$ cat config.mk
export PLATFORM = sky130hd
export DESIGN_NAME = index_image_parse_validate_unit
export DESIGN_NICKNAME = d
export VERILOG_FILES = /design/src/iipv_pkg.sv /design/src/iipv_front.sv /design/src/iipv_queue.sv /design/src/iipv_back.sv /design/src/index_image_parse_validate_unit.sv
export SDC_FILE = /design/constraint.sdc
export NUM_CORES = 1
export LEC_CHECK = 0
export BUFFER_PORTS_ARGS = -buffer_cell sky130_fd_sc_hd__buf_2
export CAP_MARGIN = 20
export CORE_MARGIN = 4
export CORE_UTILIZATION = 65
export DETAILED_ROUTE_END_ITERATION = 16
export PLACE_DENSITY_LB_ADDON = 0.12
export SYNTH_ARGS = -nofsm -noshare
export SYNTH_HDL_FRONTEND = slang
export SYNTH_HIERARCHICAL = 1
export SYNTH_SLANG_ARGS = --single-unit
$ cat constraint.sdc
create_clock -name clk_i -period 10.4 [get_ports clk_i]
set_clock_uncertainty 0.1 [all_clocks]
set_input_delay 0.52 -clock clk_i [delete_from_list [all_inputs] [get_ports clk_i]]
set_output_delay 0.52 -clock clk_i [all_outputs]
set_load 0.02 [all_outputs]
$ cat src/iipv_pkg.sv
// Package for the index image parse/validate block.
// Holds types, codes and limits used across the modules, and the CRC-32 byte step.
`timescale 1ns / 1ps
package iipv_pkg;

  localparam int unsigned PosW       = 21;
  localparam logic [PosW-1:0] PosMax = {PosW{1'b1}};
  localparam int unsigned CfgIdxW    = 3;
  localparam int unsigned CfgDataW   = 21;
  localparam int unsigned DefSpineBytes = 2;
  localparam int unsigned DefQueueDepth = 4;

  localparam logic [20:0] RstMaxImage = 21'd524288;
  localparam logic [15:0] RstMaxBooks = 16'd64;
  localparam logic [15:0] RstMaxChaps = 16'd4096;
  localparam logic [15:0] RstMaxPath  = 16'd1024;
  localparam logic [15:0] RstMaxTitle = 16'd4096;

  localparam logic [31:0] CrcPoly = 32'hEDB88320;
  localparam logic [31:0] CrcInit = 32'hFFFFFFFF;

  // Magic "A14EPC02", first byte first.
  localparam logic [7:0] Magic [8] = '{8'h41, 8'h31, 8'h34, 8'h45,
                                        8'h50, 8'h43, 8'h30, 8'h32};

  // Configuration register indexes.
  localparam logic [CfgIdxW-1:0] CfgMaxImage = 3'd0;
  localparam logic [CfgIdxW-1:0] CfgMaxBooks = 3'd1;
  localparam logic [CfgIdxW-1:0] CfgMaxChaps = 3'd2;
  localparam logic [CfgIdxW-1:0] CfgMaxPath  = 3'd3;
  localparam logic [CfgIdxW-1:0] CfgMaxTitle = 3'd4;

  typedef enum logic [4:0] {
    PH_MAGIC, PH_PLEN, PH_CRC, PH_BCOUNT, PH_PATH_LEN, PH_PATH_CH,
    PH_TITLE_LEN, PH_TITLE_CH, PH_SIZE, PH_MTIME, PH_TOC, PH_RESUME,
    PH_SECTION, PH_PAGE, PH_CCOUNT, PH_CT_LEN, PH_CT_CH, PH_SPINE,
    PH_DONE, PH_HALT
  } phase_e;

  typedef enum logic [3:0] {
    K_NONE, K_HEADER, K_PATH_CH, K_TITLE_CH, K_CT_CH, K_BCOUNT, K_SIZE,
    K_MTIME, K_TOC, K_RESUME, K_SECTION, K_PAGE, K_CCOUNT, K_SPINE
  } kind_e;

  typedef enum logic [3:0] {
    E_NONE, E_LENGTH, E_MAGIC, E_PSIZE, E_CRC, E_BOOKS, E_STRING,
    E_CHAPS, E_TRUNC, E_TRAIL
  } err_e;

  // One classified byte as it travels from the front to the back.
  typedef struct packed {
    logic [7:0]      data;
    logic            last;
    logic            crc_en;
    logic            len_bad;
    logic [PosW-1:0] len_m16;
  } item_t;

  typedef struct packed {
    logic [15:0] max_books;
    logic [15:0] max_chaps;
    logic [15:0] max_path;
    logic [15:0] max_title;
  } cfg_t;

  // Reflected CRC-32 over one byte, bitwise.
  function automatic logic [31:0] crc_byte(input logic [31:0] crc, input logic [7:0] b);
    logic [31:0] c;
    c = crc ^ {24'd0, b};
    for (int i = 0; i < 8; i++) begin
      c = (c >> 1) ^ (c[0] ? CrcPoly : 32'd0);
    end
    return c;
  endfunction

  // Byte count of the numeric field parsed in a phase.
  function automatic logic [3:0] field_width(input phase_e ph, input logic [3:0] spine);
    logic [3:0] w;
    case (ph)
      PH_PLEN, PH_CRC:    w = 4'd4;
      PH_SIZE, PH_MTIME:  w = 4'd8;
      PH_TOC, PH_RESUME:  w = 4'd1;
      PH_SPINE:           w = spine;
      default:            w = 4'd2;
    endcase
    return w;
  endfunction

endpackage

$ cat src/iipv_front.sv
// Front end: accepts image bytes, tracks byte position and classifies each beat.
// Depends on iipv_pkg.
`timescale 1ns / 1ps
module iipv_front (
  input  logic                     clk_i,
  input  logic                     rst_ni,
  input  logic                     in_valid_i,
  input  logic [7:0]               data_byte_i,
  input  logic                     last_byte_i,
  output logic                     in_stall_o,
  input  logic [20:0]              max_image_i,
  input  logic                     q_full_i,
  output logic                     push_o,
  output iipv_pkg::item_t          item_o
);

  logic [iipv_pkg::PosW-1:0] pos_q, pos_d;
  logic [iipv_pkg::PosW:0]   len;

  assign in_stall_o = q_full_i;
  assign push_o     = in_valid_i && !q_full_i;

  // Classify the beat from its position in the image.
  always_comb begin
    len             = {1'b0, pos_q} + {{iipv_pkg::PosW{1'b0}}, 1'b1};
    item_o.data     = data_byte_i;
    item_o.last     = last_byte_i;
    item_o.crc_en   = pos_q >= iipv_pkg::PosW'(16);
    item_o.len_bad  = (len < (iipv_pkg::PosW+1)'(16)) || (len > {1'b0, max_image_i});
    item_o.len_m16  = pos_q - iipv_pkg::PosW'(15);
  end

  // Position counter, saturating, cleared after the last beat.
  always_comb begin
    pos_d = pos_q;
    if (push_o) begin
      if (last_byte_i) begin
        pos_d = '0;
      end else if (pos_q != iipv_pkg::PosMax) begin
        pos_d = pos_q + iipv_pkg::PosW'(1);
      end
    end
  end

  always_ff @(posedge clk_i or negedge rst_ni) begin
    if (!rst_ni) begin
      pos_q <= '0;
    end else begin
      pos_q <= pos_d;
    end
  end

endmodule

$ cat src/iipv_queue.sv
// Short queue of classified beats between the front and the back.
// Depends on iipv_pkg.
`timescale 1ns / 1ps
module iipv_queue #(
  parameter int unsigned DEPTH = iipv_pkg::DefQueueDepth
) (
  input  logic            clk_i,
  input  logic            rst_ni,
  input  logic            push_i,
  input  iipv_pkg::item_t item_i,
  output logic            full_o,
  output logic            valid_o,
  input  logic            pop_i,
  output iipv_pkg::item_t item_o
);

  localparam int unsigned PtrW = $clog2(DEPTH);
  localparam int unsigned CntW = $clog2(DEPTH + 1);

  iipv_pkg::item_t mem_q [DEPTH];
  logic [PtrW-1:0] wr_q, wr_d, rd_q, rd_d;
  logic [CntW-1:0] cnt_q, cnt_d;

  assign full_o  = cnt_q == CntW'(DEPTH);
  assign valid_o = cnt_q != '0;
  assign item_o  = mem_q[rd_q];

  // Pointer and fill count update.
  always_comb begin
    wr_d  = wr_q;
    rd_d  = rd_q;
    cnt_d = cnt_q;
    if (push_i) begin
      wr_d = (wr_q == PtrW'(DEPTH - 1)) ? '0 : wr_q + PtrW'(1);
    end
    if (pop_i) begin
      rd_d = (rd_q == PtrW'(DEPTH - 1)) ? '0 : rd_q + PtrW'(1);
    end
    if (push_i && !pop_i) begin
      cnt_d = cnt_q + CntW'(1);
    end else if (pop_i && !push_i) begin
      cnt_d = cnt_q - CntW'(1);
    end
  end

  always_ff @(posedge clk_i or negedge rst_ni) begin
    if (!rst_ni) begin
      wr_q  <= '0;
      rd_q  <= '0;
      cnt_q <= '0;
    end else begin
      wr_q  <= wr_d;
      rd_q  <= rd_d;
      cnt_q <= cnt_d;
    end
  end

  // Storage needs no reset.
  always_ff @(posedge clk_i) begin
    if (push_i) begin
      mem_q[wr_q] <= item_i;
    end
  end

  assert property (@(posedge clk_i) disable iff (!rst_ni) cnt_q <= CntW'(DEPTH))
    else $error("queue fill count above depth");
  assert property (@(posedge clk_i) disable iff (!rst_ni) pop_i |-> valid_o)
    else $error("pop from empty queue");
  assert property (@(posedge clk_i) disable iff (!rst_ni) push_i |-> !full_o)
    else $error("push into full queue");

endmodule

$ cat src/iipv_back.sv
// Back end: CRC, record walk, error latching and the registered result beat.
// Depends on iipv_pkg.
`timescale 1ns / 1ps
module iipv_back #(
  parameter int unsigned SPINE_INDEX_BYTES = iipv_pkg::DefSpineBytes
) (
  input  logic            clk_i,
  input  logic            rst_ni,
  input  iipv_pkg::cfg_t  cfg_i,
  input  logic            q_valid_i,
  input  iipv_pkg::item_t item_i,
  output logic            pop_o,
  output logic            out_valid_o,
  input  logic            out_stall_i,
  output logic [3:0]      field_kind_o,
  output logic [63:0]     field_value_o,
  output logic [15:0]     book_number_o,
  output logic [15:0]     chapter_number_o,
  output logic            verdict_valid_o,
  output logic            image_ok_o,
  output logic [3:0]      error_code_o
);

  localparam logic [3:0] SpineW = 4'(SPINE_INDEX_BYTES);

  iipv_pkg::phase_e phase_q, phase_d;
  logic [3:0]  cnt_q, cnt_d, cnt_n, fw;
  logic [63:0] acc_q, acc_d, acc_n;
  logic [31:0] crc_q, crc_d;
  logic [31:0] eplen_q, eplen_d, ecrc_q, ecrc_d;
  logic [15:0] books_q, books_d, book_q, book_d;
  logic [15:0] chaps_q, chaps_d, chap_q, chap_d;
  logic [15:0] str_q, str_d;
  iipv_pkg::err_e err_q, err_d, fail_code, code;
  logic        fail_req, end_book;
  iipv_pkg::kind_e kind;
  logic [63:0] val;

  logic        out_valid_q;
  logic [3:0]  kind_q;
  logic [63:0] val_q;
  logic [15:0] obook_q, ochap_q;
  logic        verdict_q, ok_q;
  logic [3:0]  code_q;

  assign pop_o = q_valid_i && (!out_valid_q || !out_stall_i);

  // Per-beat parse step.
  always_comb begin
    phase_d   = phase_q;
    cnt_d     = cnt_q;
    acc_d     = acc_q;
    eplen_d   = eplen_q;
    ecrc_d    = ecrc_q;
    books_d   = books_q;
    book_d    = book_q;
    chaps_d   = chaps_q;
    chap_d    = chap_q;
    str_d     = str_q;
    err_d     = err_q;
    fail_req  = 1'b0;
    fail_code = iipv_pkg::E_NONE;
    end_book  = 1'b0;
    kind      = iipv_pkg::K_NONE;
    val       = '0;
    code      = iipv_pkg::E_NONE;
    cnt_n     = cnt_q + 4'd1;
    fw        = iipv_pkg::field_width(phase_q, SpineW);
    acc_n     = acc_q;
    if (cnt_q < 4'd8) begin
      acc_n = acc_q | ({56'd0, item_i.data} << {cnt_q[2:0], 3'b000});
    end
    crc_d = item_i.crc_en ? iipv_pkg::crc_byte(crc_q, item_i.data) : crc_q;

    case (phase_q)
      iipv_pkg::PH_MAGIC: begin
        if (item_i.data != iipv_pkg::Magic[cnt_q[2:0]]) begin
          fail_req  = 1'b1;
          fail_code = iipv_pkg::E_MAGIC;
        end else if (cnt_q == 4'd7) begin
          cnt_d   = '0;
          acc_d   = '0;
          phase_d = iipv_pkg::PH_PLEN;
        end else begin
          cnt_d = cnt_n;
        end
      end
      iipv_pkg::PH_PATH_CH, iipv_pkg::PH_TITLE_CH, iipv_pkg::PH_CT_CH: begin
        kind  = (phase_q == iipv_pkg::PH_PATH_CH)  ? iipv_pkg::K_PATH_CH :
                (phase_q == iipv_pkg::PH_TITLE_CH) ? iipv_pkg::K_TITLE_CH :
                                                     iipv_pkg::K_CT_CH;
        val   = {56'd0, item_i.data};
        str_d = str_q - 16'd1;
        if (str_q == 16'd1) begin
          phase_d = (phase_q == iipv_pkg::PH_PATH_CH)  ? iipv_pkg::PH_TITLE_LEN :
                    (phase_q == iipv_pkg::PH_TITLE_CH) ? iipv_pkg::PH_SIZE :
                                                         iipv_pkg::PH_SPINE;
        end
      end
      iipv_pkg::PH_DONE: begin
        fail_req  = 1'b1;
        fail_code = iipv_pkg::E_TRAIL;
      end
      iipv_pkg::PH_HALT: begin
      end
      default: begin
        if (cnt_n >= fw) begin
          cnt_d = '0;
          acc_d = '0;
          case (phase_q)
            iipv_pkg::PH_PLEN: begin
              eplen_d = acc_n[31:0];
              phase_d = iipv_pkg::PH_CRC;
            end
            iipv_pkg::PH_CRC: begin
              ecrc_d  = acc_n[31:0];
              kind    = iipv_pkg::K_HEADER;
              val     = {acc_n[31:0], eplen_q};
              phase_d = iipv_pkg::PH_BCOUNT;
            end
            iipv_pkg::PH_BCOUNT: begin
              if (acc_n > {48'd0, cfg_i.max_books}) begin
                fail_req  = 1'b1;
                fail_code = iipv_pkg::E_BOOKS;
              end else begin
                kind    = iipv_pkg::K_BCOUNT;
                val     = acc_n;
                books_d = acc_n[15:0];
                book_d  = '0;
                if (acc_n == '0) begin
                  phase_d = iipv_pkg::PH_DONE;
                end else begin
                  chap_d  = '0;
                  phase_d = iipv_pkg::PH_PATH_LEN;
                end
              end
            end
            iipv_pkg::PH_PATH_LEN, iipv_pkg::PH_TITLE_LEN, iipv_pkg::PH_CT_LEN: begin
              if (acc_n > {48'd0, (phase_q == iipv_pkg::PH_PATH_LEN) ?
                                  cfg_i.max_path : cfg_i.max_title}) begin
                fail_req  = 1'b1;
                fail_code = iipv_pkg::E_STRING;
              end else begin
                str_d = acc_n[15:0];
                case (phase_q)
                  iipv_pkg::PH_PATH_LEN: phase_d = (acc_n != '0) ?
                      iipv_pkg::PH_PATH_CH : iipv_pkg::PH_TITLE_LEN;
                  iipv_pkg::PH_TITLE_LEN: phase_d = (acc_n != '0) ?
                      iipv_pkg::PH_TITLE_CH : iipv_pkg::PH_SIZE;
                  default: phase_d = (acc_n != '0) ?
                      iipv_pkg::PH_CT_CH : iipv_pkg::PH_SPINE;
                endcase
              end
            end
            iipv_pkg::PH_SIZE: begin
              kind = iipv_pkg::K_SIZE; val = acc_n; phase_d = iipv_pkg::PH_MTIME;
            end
            iipv_pkg::PH_MTIME: begin
              kind = iipv_pkg::K_MTIME; val = acc_n; phase_d = iipv_pkg::PH_TOC;
            end
            iipv_pkg::PH_TOC: begin
              kind = iipv_pkg::K_TOC; val = acc_n; phase_d = iipv_pkg::PH_RESUME;
            end
            iipv_pkg::PH_RESUME: begin
              kind = iipv_pkg::K_RESUME; val = acc_n; phase_d = iipv_pkg::PH_SECTION;
            end
            iipv_pkg::PH_SECTION: begin
              kind = iipv_pkg::K_SECTION; val = acc_n; phase_d = iipv_pkg::PH_PAGE;
            end
            iipv_pkg::PH_PAGE: begin
              kind = iipv_pkg::K_PAGE; val = acc_n; phase_d = iipv_pkg::PH_CCOUNT;
            end
            iipv_pkg::PH_CCOUNT: begin
              if (acc_n > {48'd0, cfg_i.max_chaps}) begin
                fail_req  = 1'b1;
                fail_code = iipv_pkg::E_CHAPS;
              end else begin
                kind    = iipv_pkg::K_CCOUNT;
                val     = acc_n;
                chaps_d = acc_n[15:0];
                chap_d  = '0;
                if (acc_n == '0) begin
                  end_book = 1'b1;
                end else begin
                  phase_d = iipv_pkg::PH_CT_LEN;
                end
              end
            end
            iipv_pkg::PH_SPINE: begin
              kind    = iipv_pkg::K_SPINE;
              val     = acc_n;
              chaps_d = chaps_q - 16'd1;
              chap_d  = chap_q + 16'd1;
              if (chaps_q == 16'd1) begin
                end_book = 1'b1;
              end else begin
                phase_d = iipv_pkg::PH_CT_LEN;
              end
            end
            default: begin
            end
          endcase
        end else begin
          cnt_d = cnt_n;
          acc_d = acc_n;
        end
      end
    endcase

    // Close a book and open the next one if any remain.
    if (end_book) begin
      books_d = books_q - 16'd1;
      book_d  = book_q + 16'd1;
      if (books_q == 16'd1) begin
        phase_d = iipv_pkg::PH_DONE;
      end else begin
        chap_d  = '0;
        phase_d = iipv_pkg::PH_PATH_LEN;
      end
    end

    // A failed check keeps the first error and halts the walk.
    if (fail_req) begin
      if (err_q == iipv_pkg::E_NONE) begin
        err_d = fail_code;
      end
      phase_d = iipv_pkg::PH_HALT;
    end

    // Verdict on the last beat, in priority order.
    if (item_i.last) begin
      if (item_i.len_bad) begin
        code = iipv_pkg::E_LENGTH;
      end else if (err_d == iipv_pkg::E_MAGIC) begin
        code = iipv_pkg::E_MAGIC;
      end else if (eplen_d != {11'd0, item_i.len_m16}) begin
        code = iipv_pkg::E_PSIZE;
      end else if ((crc_d ^ iipv_pkg::CrcInit) != ecrc_d) begin
        code = iipv_pkg::E_CRC;
      end else if (err_d != iipv_pkg::E_NONE) begin
        code = err_d;
      end else if (phase_d != iipv_pkg::PH_DONE) begin
        code = iipv_pkg::E_TRUNC;
      end
    end
  end

  // Parse state; it returns to reset after each image.
  always_ff @(posedge clk_i or negedge rst_ni) begin
    if (!rst_ni) begin
      phase_q <= iipv_pkg::PH_MAGIC;
      cnt_q   <= '0;
      acc_q   <= '0;
      crc_q   <= iipv_pkg::CrcInit;
      eplen_q <= '0;
      ecrc_q  <= '0;
      books_q <= '0;
      book_q  <= '0;
      chaps_q <= '0;
      chap_q  <= '0;
      str_q   <= '0;
      err_q   <= iipv_pkg::E_NONE;
    end else if (pop_o) begin
      if (item_i.last) begin
        phase_q <= iipv_pkg::PH_MAGIC;
        cnt_q   <= '0;
        acc_q   <= '0;
        crc_q   <= iipv_pkg::CrcInit;
        eplen_q <= '0;
        ecrc_q  <= '0;
        books_q <= '0;
        book_q  <= '0;
        chaps_q <= '0;
        chap_q  <= '0;
        str_q   <= '0;
        err_q   <= iipv_pkg::E_NONE;
      end else begin
        phase_q <= phase_d;
        cnt_q   <= cnt_d;
        acc_q   <= acc_d;
        crc_q   <= crc_d;
        eplen_q <= eplen_d;
        ecrc_q  <= ecrc_d;
        books_q <= books_d;
        book_q  <= book_d;
        chaps_q <= chaps_d;
        chap_q  <= chap_d;
        str_q   <= str_d;
        err_q   <= err_d;
      end
    end
  end

  // Output register: holds the result beat until it is taken.
  always_ff @(posedge clk_i or negedge rst_ni) begin
    if (!rst_ni) begin
      out_valid_q <= 1'b0;
    end else if (pop_o) begin
      out_valid_q <= 1'b1;
    end else if (!out_stall_i) begin
      out_valid_q <= 1'b0;
    end
  end

  always_ff @(posedge clk_i) begin
    if (pop_o) begin
      kind_q    <= kind;
      val_q     <= val;
      obook_q   <= book_q;
      ochap_q   <= chap_q;
      verdict_q <= item_i.last;
      ok_q      <= item_i.last && (code == iipv_pkg::E_NONE);
      code_q    <= code;
    end
  end

  assign out_valid_o      = out_valid_q;
  assign field_kind_o     = kind_q;
  assign field_value_o    = val_q;
  assign book_number_o    = obook_q;
  assign chapter_number_o = ochap_q;
  assign verdict_valid_o  = verdict_q;
  assign image_ok_o       = ok_q;
  assign error_code_o     = code_q;

  assert property (@(posedge clk_i) disable iff (!rst_ni)
      pop_o && item_i.last |=> phase_q == iipv_pkg::PH_MAGIC && err_q == iipv_pkg::E_NONE)
    else $error("state not cleared after last beat");
  assert property (@(posedge clk_i) disable iff (!rst_ni)
      out_valid_o && !verdict_valid_o |-> !image_ok_o && error_code_o == iipv_pkg::E_NONE)
    else $error("verdict fields set on a non-final beat");
  assert property (@(posedge clk_i) disable iff (!rst_ni)
      out_valid_o && verdict_valid_o |-> image_ok_o == (error_code_o == iipv_pkg::E_NONE))
    else $error("image_ok disagrees with error code");
  assert property (@(posedge clk_i) disable iff (!rst_ni)
      phase_q == iipv_pkg::PH_HALT |-> err_q != iipv_pkg::E_NONE)
    else $error("halted without a latched error");

endmodule

$ cat src/index_image_parse_validate_unit.sv
// Top level of the index image parse/validate block.
// Each accepted byte's result beat passes through the queue and then the output register.
// Throughput: one byte per cycle while in_stall_o is low; the per-byte CRC and record step is combinational.
// A QUEUE_DEPTH-entry queue (4 by default) parts the front from the back; an output register holds results.
// Reset (rst_ni low, asynchronous) clears all parse state and loads default limits.
// Depends on iipv_pkg, iipv_front, iipv_queue and iipv_back.
`timescale 1ns / 1ps
module index_image_parse_validate_unit #(
  parameter int unsigned SPINE_INDEX_BYTES = iipv_pkg::DefSpineBytes,
  parameter int unsigned QUEUE_DEPTH       = iipv_pkg::DefQueueDepth
) (
  input  logic                          clk_i,
  input  logic                          rst_ni,
  input  logic                          cfg_we_i,
  input  logic [iipv_pkg::CfgIdxW-1:0]  cfg_index_i,
  input  logic [iipv_pkg::CfgDataW-1:0] cfg_data_i,
  input  logic                          in_valid_i,
  output logic                          in_stall_o,
  input  logic [7:0]                    data_byte_i,
  input  logic                          last_byte_i,
  output logic                          out_valid_o,
  input  logic                          out_stall_i,
  output logic [3:0]                    field_kind_o,
  output logic [63:0]                   field_value_o,
  output logic [15:0]                   book_number_o,
  output logic [15:0]                   chapter_number_o,
  output logic                          verdict_valid_o,
  output logic                          image_ok_o,
  output logic [3:0]                    error_code_o
);

  logic [20:0]     max_image_q;
  iipv_pkg::cfg_t  cfg_q;
  logic            push, full, q_valid, pop;
  iipv_pkg::item_t push_item, head_item;

  // Limit registers.
  always_ff @(posedge clk_i or negedge rst_ni) begin
    if (!rst_ni) begin
      max_image_q     <= iipv_pkg::RstMaxImage;
      cfg_q.max_books <= iipv_pkg::RstMaxBooks;
      cfg_q.max_chaps <= iipv_pkg::RstMaxChaps;
      cfg_q.max_path  <= iipv_pkg::RstMaxPath;
      cfg_q.max_title <= iipv_pkg::RstMaxTitle;
    end else if (cfg_we_i) begin
      case (cfg_index_i)
        iipv_pkg::CfgMaxImage: max_image_q     <= cfg_data_i;
        iipv_pkg::CfgMaxBooks: cfg_q.max_books <= cfg_data_i[15:0];
        iipv_pkg::CfgMaxChaps: cfg_q.max_chaps <= cfg_data_i[15:0];
        iipv_pkg::CfgMaxPath:  cfg_q.max_path  <= cfg_data_i[15:0];
        iipv_pkg::CfgMaxTitle: cfg_q.max_title <= cfg_data_i[15:0];
        default: begin
        end
      endcase
    end
  end

  iipv_front u_front (
    .clk_i       (clk_i),
    .rst_ni      (rst_ni),
    .in_valid_i  (in_valid_i),
    .data_byte_i (data_byte_i),
    .last_byte_i (last_byte_i),
    .in_stall_o  (in_stall_o),
    .max_image_i (max_image_q),
    .q_full_i    (full),
    .push_o      (push),
    .item_o      (push_item)
  );

  iipv_queue #(
    .DEPTH (QUEUE_DEPTH)
  ) u_queue (
    .clk_i   (clk_i),
    .rst_ni  (rst_ni),
    .push_i  (push),
    .item_i  (push_item),
    .full_o  (full),
    .valid_o (q_valid),
    .pop_i   (pop),
    .item_o  (head_item)
  );

  iipv_back #(
    .SPINE_INDEX_BYTES (SPINE_INDEX_BYTES)
  ) u_back (
    .clk_i            (clk_i),
    .rst_ni           (rst_ni),
    .cfg_i            (cfg_q),
    .q_valid_i        (q_valid),
    .item_i           (head_item),
    .pop_o            (pop),
    .out_valid_o      (out_valid_o),
    .out_stall_i      (out_stall_i),
    .field_kind_o     (field_kind_o),
    .field_value_o    (field_value_o),
    .book_number_o    (book_number_o),
    .chapter_number_o (chapter_number_o),
    .verdict_valid_o  (verdict_valid_o),
    .image_ok_o       (image_ok_o),
    .error_code_o     (error_code_o)
  );

endmodule

After elaboration in Yosys (flattened, before gate mapping)
Memories as Yosys holds them, arrays and structs flattened.
Index checks and enable logic that the tools add are counted.
{"block": "totals", "register_bits": 473, "ramBits": 128, "mem_bits_ro": 64, "out_inout_bits": 108, "wordCells": 300, "n_memories": 2}
{"memory": "u_queue.mem_q", "depth": 4, "width": 32, "rd": 1, "rd_clocked_by_memory_dff": 0, "write_ports": 1, "line_no": "iipv_queue.sv:20", "source": "iipv_pkg::item_t mem_q [DEPTH];"}
{"memory": "(no name shown)", "depth": 8, "width": 8, "rd": 1, "rd_clocked_by_memory_dff": 0, "write_ports": 0, "line_no": "iipv_back.sv:77", "source": "if (item_i.data != iipv_pkg::Magic[cnt_q[2:0]]) begin"}
{"block": "op_classes", "add_sub_neg": 13, "order_cmp": 9, "n_eq_ne": 46, "shifts": 1, "n_mux": 138, "bitwise": 12, "reduce_logical": 50}
{"cell": "$mux 32", "n": 18}
{"cell": "$mux 64", "n": 8}
{"cell": "$mux 16", "n": 29}
{"cell": "$pmux 64 s2", "n": 2}
{"cell": "$pmux 64 s4", "n": 1}
{"cell": "$xor 31x32->32", "n": 8}
{"cell": "$gt 64x16->1", "n": 3}
{"cell": "$mux 5", "n": 16}
{"cell": "$mux 4", "n": 19}
{"cell": "$logic_not 64->1", "n": 1}
{"cell": "$or 64x64->64", "n": 1}
{"cell": "$pmux 16 s2", "n": 2}
{"cell": "$reduce_bool 64->1", "n": 1}
{"cell": "$shl 8x6->64", "n": 1}
{"cell": "$pmux 5 s12", "n": 1}
{"cell": "$eq 16x1->1 const B", "n": 3}
{"cell": "$pmux 16 s3", "n": 1}
{"cell": "$sub 16x1->16 const B", "n": 3}
{"cell": "$mux 21", "n": 2}
{"cell": "$eq 5x4->1 const B", "n": 8}
{"cell": "$pmux 4 s10", "n": 1}
{"cell": "$pmux 4 s3", "n": 3}
{"cell": "$add 16x1->16 const B", "n": 2}
{"cell": "$ne 32x21->1", "n": 1}
{"cell": "61 further kinds", "n": 134}

Longest topological paths before layout
Gate-level depths: netlist (run 1).
An unclocked memory read counts as a cell.
{"block": "depth", "word_depth": 28, "ltp_mapped": 21, "mapped_depth_nobuf": 16}

By module
Netlist (run 1), hierarchy kept.
{"module": "iipv_back", "instances": 1, "cells_per_inst": 2398, "area_each_um2": 21434.3, "seq_area_each_um2": 9579.2}
{"module": "iipv_queue", "instances": 1, "cells_per_inst": 205, "area_each_um2": 5082.4, "seq_area_each_um2": 4018.9}
{"module": "index_image_parse_validate_unit", "instances": 1, "cells_per_inst": 184, "area_each_um2": 3299.4, "seq_area_each_um2": 2133.3}
{"module": "iipv_front", "instances": 1, "cells_per_inst": 315, "area_each_um2": 2484.9, "seq_area_each_um2": 525.5}

Worst setup path before layout (run 1)
Ideal clock, no wire load.
{"block": "synth_path", "path_kind": "input-to-reg", "startpoint": "in out_stall_i", "endpoint": "reg u_queue.cnt_q[1]", "arrival_ns": 5.536, "required_time_ns": 10.175, "setup_slack_ns": 4.639, "cell_stages": 10, "path_buffers": 2, "path_cell_list": "nand2_1 -> nand2_1 -> inv_1 -> clkbuf_1 -> buf_1 -> inv_1 -> ha_1 -> inv_1 -> fa_1 -> mux2_2"}
{"block": "synth_via", "elab_chain_cells": 6, "elab_cells_between_ends": 8, "classes_between": "mux: 1; reduce/logical: 7"}
{"item": "start: declaration", "line_no": "index_image_parse_validate_unit.sv:22", "source": "input logic out_stall_i,"}
{"item": "$logic_not 1->1", "line_no": "iipv_back.sv:46", "source": "assign pop_o = q_valid_i && (!out_valid_q || !out_stall_i);"}
{"item": "$logic_or 1x1->1", "line_no": "iipv_back.sv:46"}
{"item": "$logic_and 1x1->1", "line_no": "iipv_back.sv:46"}
{"item": "via pop", "line_no": "index_image_parse_validate_unit.sv:34", "source": "logic push, full, q_valid, pop;"}
{"item": "$logic_not 1->1", "line_no": "iipv_queue.sv:39", "source": "if (push_i && !pop_i) begin"}
{"item": "$logic_and 1x1->1", "line_no": "iipv_queue.sv:39"}
{"item": "$mux 3", "line_no": "iipv_queue.sv:39"}
{"item": "via u_queue.cnt_d[1]", "line_no": "iipv_queue.sv:22", "source": "logic [CntW-1:0] cnt_q, cnt_d;"}
{"item": "end signal: assignment", "line_no": "iipv_queue.sv:54", "source": "cnt_q <= cnt_d;"}
{"item": "end: declaration", "line_no": "iipv_queue.sv:22"}
The timed path passes the listed nets, and every way through them passes these cells.
A chain may end at the register's enable or synchronous reset.

==> impl_metrics.py, run 1 <==
metrics = {
    "status": {
        "outcome": "complete, no violations",
    },
    "cells_and_area": {
        "areaGrowthSynthToFinish_pct": 10.47,
        "fillerInstances": 3427,
        "drive_gt1_share_pct": 14.28,
        "multi_input_area_mm2": 0.01473,
        "ff_latch_area_mm2": 0.01626,
        "nets": 3313,
    },
    "setup_path": {
        "crit_slowest_cell": "mux4_1",
        "regToRegStartpoint": "u_queue/rd_q[0]",
        "crit_family": "compound AO/OA/AOI/OAI gates",
        "rrSetupSlack_ns": 4.06,
        "cpPeakStageDelay_ns": 1.03,
        "crit_required_ns": 10.63,
        "crit_type": "flop to flop",
        "crit_path_start": "u_queue/rd_q[0]",
        "endpoint": "u_back/error_code_o[3]",
        "crit_fanout": 25,
        "start_kind": "flop",
        "reg2reg_depth": 15,
        "cp_num_cells": 15,
        "endpoint_kind": "flop",
        "r2r_end": "u_back/error_code_o[3]",
        "crit_buf_inv": 1,
        "cp_cell_sequence": "mux4_1, a21oi_1, inv_1, ha_1, nor2b_1, o21ai_0, a21boi_0, o31a_1, nor2_1, a41o_1, a2111oi_0, a211o_1, a211oi_2, nor4b_4, nor4_1",
        "arrival_ns": 6.57,
    },
    "power": {
        "combPwrFrac_pct": 53.7,
        "powerDensity_mw_per_mm2": 339.2,
        "power.leakage_nw": 14.39,
        "sw_frac_of_total_pct": 46.46,
        "switching_power_mw": 5.623,
        "seq_power_share_pct": 27.0,
        "p_int_mw": 6.480,
        "clockPowerShare_pct": 19.3,
        "vdd_drop_max_uv": 471.7,
    },
    "die": {
        "fp.dieW_um": 230.9,
        "start_util_pct": 65.85,
        "die_area_mm2": 0.05332,
        "rows": 81,
        "die_height_um": 230.9,
        "coreArea_mm2": 0.04905,
        "io-pin-count": 146,
    },
    "global_route": {
        "grt_pass1_wl_um": 147500,
        "antenna_found_initial": 1,
        "gr-total-overflow": 0,
        "grt_pass1_vias": 24740,
        "grt_max_degree": 120,
        "grtUsageTotal_pct": 35.68,
    },
    "synthesis": {
        "syn-num-nets": 3231,
        "yosys_warnings": 6,
        "syn_avg_cell_area_um2": 10.41,
        "synth.yosys.seq_area_share_pct": 50.33,
        "ys_ff_latch": 601,
        "syn_area_mm2": 0.03230,
        "ys_async_sr_fraction_pct": 61.06,
        "synth_cell_types": 104,
        "syn_inst": 3102,
        "synth-edff-count": 234,
        "ys.flop_type": "dfrtp_1",
    },
    "worst_hold_path": {
        "hp-class": "primary input to flop",
    },
    "place": {
        "gp_congestion": 1.018,
        "portBuffers": 145,
        "dp_hpwl_um": 65980,
    },
    "clocking": {
        "cts_tree": "yes",
        "path_clk_slew_ns": 0.06,
        "cts_setup_buffers": 0,
        "htree_levels": 3,
        "clockBufferDepth": 3,
        "insertion_delay_ns": 0.61,
        "root_buffer": "clkbuf_16",
        "clock-sinks": 601,
        "holdBufCountCts": 1,
        "numCtsBuffers": 66,
        "cts_resized": 0,
    },
    "routing": {
        "first_pass_iters": 8,
        "dr_total_vias": 25870,
        "drtAntennaViolNets": 0,
        "drc": 0,
        "vias_per_cell": 6.631,
        "drtIter0Drc": 3900,
        "wl_per_cell_um": 24.87,
        "finalWirelength_um": 97030,
    },
    "sta": {
        "relSlewSlack_pct": 23.33,
        "rsz0062_at_grt": "no",
        "finalCriticalPeriod_ns": 6.336,
        "tightestPinTransition_ns": 1.147,
        "setup_viol_count_final": 0,
        "slew_violations": 0,
        "finalHoldViolCount": 0,
        "hold_slack_ns": 0.03618,
        "fin_tns_setup_ns": 0,
        "finalCritPeriodShare_pct": 60.93,
        "max_freq_mhz": 157.8,
    },
    "run": {
        "maxCapViolations": 0,
    },
}
-- logic make-up after synthesis --
group                      count (synthesis)  synth area share [%]
adders and majority gates                 92                 3.579
AOI/OAI and AO/OA                        803                 15.06
muxes                                    189                 7.735
xor gates and xnor gates                 172                 5.264
buffers and inverters                    321                 4.385
and+or+nand+nor                          924                 13.65
DFF                                      601                 50.33
-- worst min path at each step --
stage | start | endpoint | slack [ns] | cells past startpoint
5_1_grt | data_byte_i[2] | u_queue/mem_q[0][26] | 0.03 | 1
3_3_place_gp | u_back/ecrc_q[18] | u_back/ecrc_q[18] | 0.36 | 2
2_1_floorplan | rst_ni | cfg_q[0] | 0.12 | 0
6_report | cfg_data_i[16] | max_image_q[16] | 0.04 | 2
3_5_place_dp | u_back/ecrc_q[18] | u_back/ecrc_q[18] | 0.37 | 2
4_1_cts | cfg_data_i[16] | max_image_q[16] | 0.01 | 2
-- area by class of cell --
class | instances | share of cell area [%]
antenna | 1 | 0.007013
clock buffer | 94 | 5.218
clock inverter | 26 | 0.7890
inverter | 129 | 1.371
multi-input combinational | 2180 | 41.27
sequential | 601 | 45.56
tap | 664 | 2.328
timing repair buffer | 206 | 3.454
-- metrics by stage --
stage | instances | setup slack [ns] | power (mW) | util, % | cell area, um^2
after CTS | 3894 | 3.996 | 11.90 | 72.57 | 35600
after detailed placement | 3773 | 4.026 | 9.519 | 68.18 | 33440
final | 3901 | 4.064 | 12.10 | 72.74 | 35680
after global placement | 3773 | 4.151 | 9.378 | 68.18 | 33440
after global routing | 3900 | 3.741 | 12.61 | 72.74 | 35680
after floorplan | 3102 | 4.639 | 7.628 | - | 32300
-- cell usage after synthesis, types with 64 or more instances --
cell | number | share of area, %
xnor2_1 | 97 | 2.6
clkbuf_1 | 126 | 1.5
a21oi_1 | 220 | 3.4
o31ai_1 | 85 | 2.0
ha_1 | 90 | 3.5
dfrtp_1 | 330 | 26
inv_1 | 121 | 1.4
edfxtp_1 | 234 | 22
mux2i_1 | 64 | 2.0
nor2_1 | 295 | 3.4
nand2_1 | 284 | 3.3
o21ai_0 | 274 | 4.2
-- flip-flops by register name, indices dropped and copies added (netlist names), 21 cells and up --
signal and count:
u_back/crc_q 32, u_back/acc_q 64, u_front/pos_q 21, u_back/field_value_o 64
u_queue/mem_q 128, u_back/ecrc_q 32, cfg_q 64, u_back/eplen_q 32
max_image_q 21
-- cell usage in the layout, fill, tap and decap left out, types with 85 or more instances in the layout --
cell type / synthesis / final
dfrtp_1: 330 / 329
nor2_1: 295 / 291
nand2_1: 284 / 284
o21ai_0: 274 / 273
edfxtp_1: 234 / 234
a21oi_1: 220 / 219
buf_2: 28 / 145
inv_1: 121 / 120
xnor2_1: 97 / 97
ha_1: 90 / 90
o31ai_1: 85 / 85
-- worst reg2reg max path, cell delays in order, from the launching register on --
cell	delay, ns
dfrtp_2	0.58
mux4_1	1.03
a21oi_1	0.62
inv_1	0.45
ha_1	0.42
nor2b_1	0.13
o21ai_0	0.16
a21boi_0	0.11
o31a_1	0.35
nor2_1	0.31
a41o_1	0.78
a2111oi_0	0.15
a211o_1	0.35
a211oi_2	0.18
nor4b_4	0.28
nor4_1	0.08
-- routing by layer --
metal  global-route usage (%)  part of all wire [%]  up-vias
met4                    13.78                   4.3        0
met2                    53.68                    45     1551
met1                    51.25                    40    12650
met3                    7.910                    11      268
li1                         -                     -    11400
met5                        0                     0        -
-- power by group through the flow --
| stage | clock network, mW | logic (mW) | registers (mW) |
|---|---|---|---|
| detailed placement | 0 | 6.22 | 3.30 |
| global placement | 0 | 6.10 | 3.28 |
| finish | 2.33 | 6.50 | 3.27 |
| global route | 2.46 | 6.84 | 3.31 |
| floorplan | 0 | 4.30 | 3.33 |
| CTS | 2.36 | 6.28 | 3.26 |
No activity file was read; power rests on OpenSTA's default activity.
==> run 2: changes to the inputs <==
--- a/config.mk
+++ b/config.mk
@@ -5,10 +5,11 @@
 export SDC_FILE = /design/constraint.sdc
 export NUM_CORES = 1
 export LEC_CHECK = 0
+export ABC_AREA = 1
 export BUFFER_PORTS_ARGS = -buffer_cell sky130_fd_sc_hd__buf_2
 export CAP_MARGIN = 20
 export CORE_MARGIN = 4
-export CORE_UTILIZATION = 65
+export CORE_UTILIZATION = 57
 export DETAILED_ROUTE_END_ITERATION = 16
 export PLACE_DENSITY_LB_ADDON = 0.12
 export SYNTH_ARGS = -nofsm -noshare
==> constraint.sdc (replaced) <==
create_clock -name clk_i -period 5.2 [get_ports clk_i]
set_clock_uncertainty 0.1 [all_clocks]
set_input_delay 0.26 -clock clk_i [delete_from_list [all_inputs] [get_ports clk_i]]
set_output_delay 0.26 -clock clk_i [all_outputs]
set_load 0.02 [all_outputs]
==> impl_metrics.py, run 2 <==
metrics = {
    "synthesis": {
        "ys_async_sr_fraction_pct": 61.06,
        "yosysTopAreaCell": "dfrtp_1",
        "post-synth-top-count-cell": "nand2_1",
        "yosys_warnings": 6,
        "synth_commonest_cells": "nand2_1, inv_1, nor2_1",
        "syn_avg_cell_area_um2": 7.942,
        "syn-num-nets": 4513,
        "syn_area_mm2": 0.03482,
        "synth-edff-count": 234,
        "synthDominantCellAreaShare_pct": 23.72,
        "synth_cell_types": 65,
        "synth_area_leaders": "dfrtp_1, edfxtp_1, nand2_1, inv_1, nand3_1",
        "ys_ff_latch": 601,
        "ys.flop_type": "dfrtp_1",
        "synth.yosys.seq_area_share_pct": 46.69,
        "syn_inst": 4384,
    },
    "routing": {
        "dr_total_vias": 31870,
        "drtIter0Drc": 3957,
        "drtAntennaViolNets": 0,
        "drc": 0,
        "first_pass_iters": 7,
        "finalWirelength_um": 116000,
        "vias_per_cell": 5.886,
        "wl_per_cell_um": 21.43,
    },
    "setup_path": {
        "endpoint_kind": "flop",
        "crit_required_ns": 5.60,
        "cpMostUsedCell": "nand2_1",
        "crit_type": "flop to flop",
        "arrival_ns": 5.29,
        "cp_cell_sequence": "clkinv_2, buf_4, nand2_1, o211ai_1, nand2_1, buf_4, nand3_1, o21ai_1, ha_1, nand2_1, nor2_1, nor3_1, nand2_1, nand2_1, nand2_1, nand2_1, nand3_2, nor2_1, a21oi_1, nor2_2, nand2_1, o21ai_0",
        "cpPeakStageDelay_ns": 0.40,
        "start_kind": "flop",
        "reg2reg_depth": 22,
        "crit_slowest_cell": "dfrtp_1",
        "crit_fanout": 22,
    },
    "status": {
        "outcome": "complete, no violations",
    },
    "die": {
        "io-pin-count": 146,
        "rows": 90,
        "fp.dieW_um": 255.2,
        "start_util_pct": 57.58,
        "coreArea_mm2": 0.06047,
        "die_area_mm2": 0.06511,
        "die_height_um": 255.2,
    },
    "clocking": {
        "path_clk_slew_ns": 0.06,
        "htree_levels": 3,
        "clockBufferDepth": 3,
        "numCtsBuffers": 69,
        "clock-sinks": 601,
        "root_buffer": "clkbuf_16",
        "insertion_delay_ns": 0.62,
        "cts_tree": "yes",
    },
    "worst_hold_path": {
        "min_path_cells": 5,
        "hp-class": "primary input to flop",
    },
    "global_route": {
        "grt_pass1_vias": 29150,
        "grt_pass1_wl_um": 175200,
        "gr-total-overflow": 0,
        "antenna_found_initial": 5,
        "grt_max_degree": 122,
        "grtUsageTotal_pct": 35.19,
    },
    "place": {
        "place_ws_ns": 0.3123,
        "gp_congestion": 1.009,
        "dp_hpwl_um": 83620,
        "dpl_cell_area_mm2": 0.03655,
        "dp.cells": 5241,
        "portBuffers": 145,
    },
    "sta": {
        "setup_ws_ns": 0.3133,
        "slew_violations": 0,
        "finalCriticalPeriod_ns": 4.887,
        "tightestPinTransition_ns": 1.081,
        "max_freq_mhz": 204.6,
        "finalHoldViolCount": 0,
        "fin_tns_setup_ns": 0,
        "setup_viol_count_final": 0,
        "rsz0062_at_grt": "no",
        "relSlewSlack_pct": 27.27,
        "finalCritPeriodShare_pct": 93.98,
    },
    "cells_and_area": {
        "nets": 4704,
        "largest-register": "u_queue/mem_q",
        "layout_common_cells": "nand2_1, inv_1, nor2_1",
        "drive_gt1_share_pct": 10.93,
        "areaGrowthSynthToFinish_pct": 12.87,
        "final_common_cell": "nand2_1",
        "layoutNonFillerInstCount": 5414,
        "largest_reg_flops": 128,
        "final_area_mm2": 0.03930,
    },
    "run": {
        "maxCapViolations": 0,
    },
}
## run 2: cell count changes after synthesis, moves of 59 or more
cell,before,now
nand2_1,284,1149
inv_1,121,560
nand3_1,62,347
o22ai_1,11,161
a21oi_1,220,89
o31ai_1,85,4
xnor2_1,97,20
nor2_1,295,358
o211ai_1,5,67
mux2_1,59,0
## run 2: critical path: cells and delay by family (launching register included)
family,cells,cell delay [ns]
flops,1,0.40
simple gates,14,2.29
buf+inv,3,0.70
fa+ha+maj,1,0.31
compound gates,4,0.95
## run 2: metal layers
metal | vias up | track usage [%] | share of wire [%]
li1 | 14950 | - | -
met1 | 15100 | 49.32 | 41
met2 | 1523 | 53.78 | 44
met3 | 292 | 7.702 | 10
met4 | 6 | 14.05 | 4.7
met5 | - | 0 | 0.030
## run 2: logic make-up (layout without fill, tap and decap cells)
kind of cell    count (synthesis)  count (layout)  share of synthesized area, %
xor+xnor                      101             101                         2.562
other cells                     0               2                             0
flops                         601             601                         46.69
compound gates                771             771                         13.17
simple gates                 2022            2022                         24.42
fa+ha+maj                      91              91                         3.292
buf+inv                       781            1027                         9.372
mux                            17              17                        0.4959
## run 2: per-stage QoR
stage | util [%] | hold slack, ns
after floorplan | - | -0.1356
after global placement | 60.44 | 0.2403
after detailed placement | 60.44 | 0.2377
after CTS | 64.98 | 0.06245
after global routing | 64.98 | 0.08937
final | 64.99 | 0.08455
## run 2: path summary, 6_finish.rpt
| kind | endpoint | from | slack, ns |
|---|---|---|---|
| setup / recovery | u_back/str_q[4] | u_queue/rd_q[0] | 0.31 |
| hold / removal | u_queue/wr_q[1] | in_valid_i | 0.08 |
| setup reg to reg | u_back/str_q[4] | u_queue/rd_q[0] | 0.31 |
| hold reg to reg | u_back/book_number_o[15] | u_back/book_q[15] | 0.35 |
| max in group asynchronous | max_image_q[13] | rst_ni | 3.61 |
| min in group asynchronous | u_back/chap_q[0] | rst_ni | 0.18 |
## run 2: layout make-up
cell class	instances	area [um^2]
Sequential cell	601	16260
Clock inverter	31	379.1
Multi-Input combinational cell	3002	15340
Fill cell	5181	21170
Clock buffer	95	1914
Tap cell	782	978.4
Antenna cell	2	5.005
Timing Repair Buffer	318	2226
Inverter	583	2200
## run 2: repair_timing
action | in CTS | in global routing
setup buffers | 0 | 0
hold buffers | 45 | 0
endpoints found under the setup margin | 0 | 3
resized for setup | 0 | 1
endpoints found under the hold margin | 203 | 0
Power of run 2 is left out: the tool's default activity adds up to more than one toggle a clock period on the data nets, which glitch-free logic cannot reach.
